### config.mk
export PLATFORM = sky130hd
export DESIGN_NAME = mea_ctrl
export DESIGN_NICKNAME = d
export VERILOG_FILES = /design/src/sv/mesh_edge_adjacency_matcher_macros.svh /design/src/sv/mea_pkg.sv /design/src/sv/mea_ctrl.sv
export SDC_FILE = /design/constraint.sdc
export NUM_CORES = 1
export LEC_CHECK = 0
export BUFFER_PORTS_ARGS = -buffer_cell sky130_fd_sc_hd__buf_2
export CAP_MARGIN = 20
export CORE_MARGIN = 2
export CORE_UTILIZATION = 41
export CTS_CLUSTER_DIAMETER = 60
export DETAILED_ROUTE_END_ITERATION = 16
export HOLD_SLACK_MARGIN = 0.15
export PLACE_DENSITY = 0.77
export SYNTH_ARGS = -nofsm -noshare
export SYNTH_HDL_FRONTEND = slang
export SYNTH_SLANG_ARGS = --single-unit
export TNS_END_PERCENT = 5
### constraint.sdc
create_clock -name i_clk -period 1.8 [get_ports i_clk]
set_input_delay 0.36 -clock i_clk [delete_from_list [all_inputs] [get_ports i_clk]]
set_output_delay 0.36 -clock i_clk [all_outputs]
set_load 0.005 [all_outputs]
### src/sv/mesh_edge_adjacency_matcher_macros.svh
// Assertion macros shared by the edge adjacency matcher
`ifndef MESH_EDGE_ADJACENCY_MATCHER_MACROS_SVH
`define MESH_EDGE_ADJACENCY_MATCHER_MACROS_SVH

// Same-cycle implication, checked outside reset
`define MEA_ASSERT_IMP(lbl, ante, cons) \
    lbl: assert property (@(posedge i_clk) disable iff (!i_rst_n) (ante) |-> (cons)) \
        else $error("edge adjacency matcher check failed");

// Next-cycle implication, checked outside reset
`define MEA_ASSERT_NXT(lbl, ante, cons) \
    lbl: assert property (@(posedge i_clk) disable iff (!i_rst_n) (ante) |=> (cons)) \
        else $error("edge adjacency matcher check failed");

`endif

### src/sv/mea_pkg.sv
// Shared types and constants of the edge adjacency matcher
package mea_pkg;

    localparam int KIND_W   = 2;
    localparam int V0_W     = 21;
    localparam int V_W      = 20;
    localparam int TRI_W    = 14;
    localparam int LINK_W   = 17;
    localparam int STATUS_W = 3;
    localparam int OPEN_W   = 16;

    localparam int PROBE_LIMIT = 32;
    localparam int PROBE_W     = $clog2(PROBE_LIMIT);
    localparam int HASH_W      = 32;
    localparam int HASH_CNT_W  = $clog2(HASH_W);

    localparam logic [63:0] HASH_MUL = 64'h9E37_79B9_7F4A_7C15;

    localparam logic [TRI_W-1:0]  TRI_SAT  = {TRI_W{1'b1}};
    localparam logic [OPEN_W-1:0] OPEN_SAT = {OPEN_W{1'b1}};
    localparam logic [LINK_W-1:0] LINK_NONE = {LINK_W{1'b1}};

    // Vertex pair of each edge: (v0,v1), (v2,v0), (v1,v2)
    localparam logic [1:0] EDGE_ENDS [3][2] = '{'{2'd0, 2'd1}, '{2'd2, 2'd0}, '{2'd1, 2'd2}};

    typedef enum logic [KIND_W-1:0] {
        KIND_START  = 2'd0,
        KIND_TRI    = 2'd1,
        KIND_FINISH = 2'd2
    } t_kind;

    typedef enum logic [STATUS_W-1:0] {
        ST_OK       = 3'd0,
        ST_TRIPLE   = 3'd1,
        ST_FULL     = 3'd2,
        ST_TOO_MANY = 3'd3,
        ST_IGNORED  = 3'd4
    } t_status;

    typedef enum logic [3:0] {
        S_RCLEAR,
        S_SCLEAR,
        S_IDLE,
        S_DISPATCH,
        S_EDGE,
        S_HASH,
        S_READ,
        S_CHECK,
        S_EMIT
    } t_state;

    typedef struct packed {
        logic    load;
        logic    clr_step;
        logic    clr_counters;
        logic    tri_begin;
        logic    set_ignored;
        logic    set_fault;
        t_status fault_code;
        logic    hash_start;
        logic    probe_next;
        logic    wr_new;
        logic    wr_pair;
        logic    edge_next;
        logic    finish_rep;
        logic    emit;
    } t_cmd;

    typedef struct packed {
        logic is_start;
        logic is_tri;
        logic is_finish;
        logic faulted;
        logic tri_full;
        logic skip;
        logic clr_last;
        logic hash_done;
        logic rd_free;
        logic rd_match;
        logic rd_done;
        logic probe_last;
        logic edge_last;
        logic out_free;
    } t_st;

endpackage

### src/sv/mea_ctrl.sv
// Sequencer of the edge adjacency matcher: clearing, hashing, probing, reporting
module mea_ctrl (
    input  logic          i_clk,
    input  logic          i_rst_n,
    input  logic          i_in_valid,
    output logic          o_in_ready,
    input  mea_pkg::t_st  i_st,
    output mea_pkg::t_cmd o_cmd
);

    mea_pkg::t_state r_state, n_state;

    // State register
    always_ff @(posedge i_clk) begin
        if (!i_rst_n) begin
            r_state <= mea_pkg::S_RCLEAR;
        end else begin
            r_state <= n_state;
        end
    end

    // Next state and commands
    always_comb begin
        n_state          = r_state;
        o_cmd            = '0;
        o_cmd.fault_code = mea_pkg::ST_OK;
        o_in_ready       = 1'b0;
        unique case (r_state)
            mea_pkg::S_RCLEAR: begin
                o_cmd.clr_step = 1'b1;
                if (i_st.clr_last) begin
                    n_state = mea_pkg::S_IDLE;
                end
            end
            mea_pkg::S_SCLEAR: begin
                o_cmd.clr_step = 1'b1;
                if (i_st.clr_last) begin
                    n_state = mea_pkg::S_EMIT;
                end
            end
            mea_pkg::S_IDLE: begin
                o_in_ready = 1'b1;
                if (i_in_valid) begin
                    o_cmd.load = 1'b1;
                    n_state    = mea_pkg::S_DISPATCH;
                end
            end
            mea_pkg::S_DISPATCH: begin
                if (i_st.is_start) begin
                    o_cmd.clr_counters = 1'b1;
                    n_state            = mea_pkg::S_SCLEAR;
                end else if (i_st.is_finish) begin
                    o_cmd.finish_rep = 1'b1;
                    n_state          = mea_pkg::S_EMIT;
                end else if (i_st.is_tri) begin
                    if (i_st.faulted) begin
                        o_cmd.set_ignored = 1'b1;
                        n_state           = mea_pkg::S_EMIT;
                    end else if (i_st.tri_full) begin
                        o_cmd.set_fault  = 1'b1;
                        o_cmd.fault_code = mea_pkg::ST_TOO_MANY;
                        n_state          = mea_pkg::S_EMIT;
                    end else begin
                        o_cmd.tri_begin = 1'b1;
                        n_state = i_st.skip ? mea_pkg::S_EMIT : mea_pkg::S_EDGE;
                    end
                end else begin
                    // drop unused kind without a result
                    n_state = mea_pkg::S_IDLE;
                end
            end
            mea_pkg::S_EDGE: begin
                o_cmd.hash_start = 1'b1;
                n_state          = mea_pkg::S_HASH;
            end
            mea_pkg::S_HASH: begin
                if (i_st.hash_done) begin
                    n_state = mea_pkg::S_READ;
                end
            end
            mea_pkg::S_READ: begin
                n_state = mea_pkg::S_CHECK;
            end
            mea_pkg::S_CHECK: begin
                if (i_st.rd_free || (i_st.rd_match && !i_st.rd_done)) begin
                    o_cmd.wr_new  = i_st.rd_free;
                    o_cmd.wr_pair = !i_st.rd_free;
                    if (i_st.edge_last) begin
                        n_state = mea_pkg::S_EMIT;
                    end else begin
                        o_cmd.edge_next = 1'b1;
                        n_state         = mea_pkg::S_EDGE;
                    end
                end else if (i_st.rd_match) begin
                    o_cmd.set_fault  = 1'b1;
                    o_cmd.fault_code = mea_pkg::ST_TRIPLE;
                    n_state          = mea_pkg::S_EMIT;
                end else if (i_st.probe_last) begin
                    o_cmd.set_fault  = 1'b1;
                    o_cmd.fault_code = mea_pkg::ST_FULL;
                    n_state          = mea_pkg::S_EMIT;
                end else begin
                    o_cmd.probe_next = 1'b1;
                    n_state          = mea_pkg::S_READ;
                end
            end
            mea_pkg::S_EMIT: begin
                if (i_st.out_free) begin
                    o_cmd.emit = 1'b1;
                    n_state    = mea_pkg::S_IDLE;
                end
            end
            default: begin
                n_state = mea_pkg::S_IDLE;
            end
        endcase
    end

endmodule

==> out/results.tsv <==
stage	metric	value	unit
placed_design	Post-DP HPWL	1290	um
power_and_ir_drop	total chip power	0.353	mW
critical_path	CP max FO	3	
cts	Worst-Skew Late Latency	0.24	ns
critical_path	max incr delay on CP	0.32	ns
logic_synthesis	Cells after Synth	77	
floorplanning	num rows	13	
logic_synthesis	asr flop ratio synth	0	%
final_layout	non-filler instance count after layout	127	
critical_path	CP Data Arrival Time	1.40	ns
sta	Hold Fails Final Rpt	0	
outcome	status	completed	
placed_design	GPL Wtd Cong	0.839	
logic_synthesis	Synth cell types	35	
flow_run	MaxCap Viol Count	0	
cts	TritonCTS Buffers	3	
logic_synthesis	EDFF count, synth	0	
routing	vias post-DR	697	
sta	min Tclk post-route	1.76	ns
final_layout	Layout area overhead	44.7	%
routing	Routed WL	1680	um
sta	Clock Skews	0.00775	ns
floorplanning	die area	1670	um^2
placed_design	I/O Buffers	32	
final_layout	most frequent cells in the layout	32 x buf_2, 11 x nor2_1, 7 x nand2_1	
final_layout	post-route cell area	806	um^2
final_layout	Largest Register	r_state	
sta	Final setup viols	0	
critical_path	CP Cell Sequence	nand4bb_4 -> nor4b_4 -> nand3b_1 -> nand2_1 -> buf_2	
routing	Vias/cell	5.49	
placed_design	placed cell count	124	
floorplanning	Core Box Area	1280	um^2
logic_synthesis	synthesized area per cell	7.23	um^2
hold_path	worst min path class	in -> reg	
logic_synthesis	Yosys warning total	0	
grt	first-pass GRT wire length	2220	um
routing	ANT nets after route	0	
routing	Residual DRC	0	
floorplanning	num ports	34	
final_layout	Nets	131	
critical_path	Worst Setup Start Kind	flip-flop	
floorplanning	die height	40.9	um
cts	CTS H-tree lvls	1	
power_and_ir_drop	Pwr Density	438	nW/um^2
critical_path	Crit. End Element	output port	
cts	Root Buffer	clkbuf_4	
critical_path	CP Data Required Time	1.44	ns
routing	DRT iter0 DRCs	9	
critical_path	Crit-path slowest cell	dfxtp_1	
grt	vias in the first global route	583	
logic_synthesis	number of synthesized register bits	4	
cts	# hold bufs at CTS	0	
logic_synthesis	Mapped Area	557	um^2
logic_synthesis	dominant synthesized flop cell	dfxtp_1	
power_and_ir_drop	VDD IR max	287	uV
final_layout	most common cell after layout, fill and taps aside	buf_2	
final_layout	Largest register FFs	4	
cts	clock slew at reported path FFs	0.04	ns
power_and_ir_drop	Leakage Power	0.416	nW
sta	RSZ-0062 raised after global routing	yes	
cts	CTS Sinks	4	
routing	1st-pass router iterations	4	
grt	Total GRT Usage	20.5	%
sta	setup TNS	0	ns
grt	initial antenna violation count	0	
sta	Tcrit/Tclk final	97.9	%
final_layout	Top Registers	r_state (4)	
cts	Max Root-Sink Buffers	2	
logic_synthesis	syn_nets	94	
final_layout	Diodes inserted	0	
cts	Post-CTS Setup Inserts	0	
sta	Pins Over Slew Limit	0	
placed_design	placed cell area	743	um^2
floorplanning	Die X	40.9	um
logic_synthesis	Seq/Total Area, Yosys	14.4	%
cts	CTS tree	yes	
sta	Worst Hold Slack	0.391	ns
critical_path	Setup CP Type	reg -> out	
floorplanning	Initial Util	43.3	%
sta	Max Fclk	567	MHz
routing	average wire per standard cell	13.2	um
grt	total grt overflow	0	
grt	largest net degree at the start of global routing	11	
final_layout	share of layout cells above drive strength 1	46.4	%
worst paths after layout:
path | from | to | slack [ns] | cells past startpoint
max | r_state[3] | o_cmd[7] | 0.04 | 5
min | i_rst_n | r_state[1] | 0.39 | 3
max reg2reg | r_state[3] | r_state[1] | 0.25 | 5
min reg2reg | r_state[1] | r_state[2] | 0.73 | 4
routing by layer:
layer	share of wire (%)	up-vias	track usage [%]
li1	-	341	-
met1	38	317	17.9
met2	54	35	41.8
met3	6.9	4	4.35
met4	1.2	0	10.8
met5	0	-	0
worst max-delay path, delay by kind of cell (launching register included):
kind,cells,cell delay (ns)
AND/OR/NAND/NOR,4,0.73
flip-flops,1,0.32
buffers and inverters,1,0.10
stage by stage:
step,setup slack [ns],utilization (%)
after floorplan,0.354,-
after global placement,0.293,57.8
after detailed placement,0.242,57.8
after CTS,0.000402,59.8
after global routing,-0.0707,62.7
final,0.0375,62.7
logic make-up after synthesis:
kind of cell	after synthesis	share of synthesized area, %
and+or+nand+nor	48	58.0
AOI/OAI and AO/OA	13	16.4
buffers and inverters	10	8.76
DFF	4	14.4
muxes	1	1.80
other	1	0.674
cell type report:
cell class,count,area [um^2]
clock buffers,3,22.5
well taps,15,18.8
flip-flops and latches,4,83.8
inverters,5,18.8
multi-input cells,63,464
repair buffers,37,198
fillers,130,479
timing repair:
action                                  in CTS  in global routing
pin swaps                                    0                  2
resized for setup                            2                  5
endpoints found under the setup margin       4                  7
cell usage after synthesis, types with 2 or more instances:
| master | n | share of area [%] |
|---|---|---|
| nand3b_1 | 3 | 4.0 |
| nand2_1 | 7 | 4.7 |
| a21oi_1 | 2 | 1.8 |
| buf_2 | 3 | 2.7 |
| o21ai_0 | 2 | 1.8 |
| dfxtp_1 | 4 | 14 |
| nor2_1 | 11 | 7.4 |
| nor4b_1 | 2 | 3.1 |
| nand2b_1 | 2 | 2.2 |
| nor3_1 | 6 | 5.4 |
| inv_1 | 5 | 3.4 |
| and2_1 | 6 | 6.7 |
| buf_4 | 2 | 2.7 |
where the power goes:
| group | leakage (nW) | internal, mW | switching (mW) |
|---|---|---|---|
| clock | 0.0138 | 0.0750 | 0.0427 |
| sequential | 0.0338 | 0.0960 | 0.00970 |
| combinational | 0.368 | 0.0605 | 0.0692 |
| total | 0.416 | 0.232 | 0.122 |
Power figures use the tool's default switching activity.
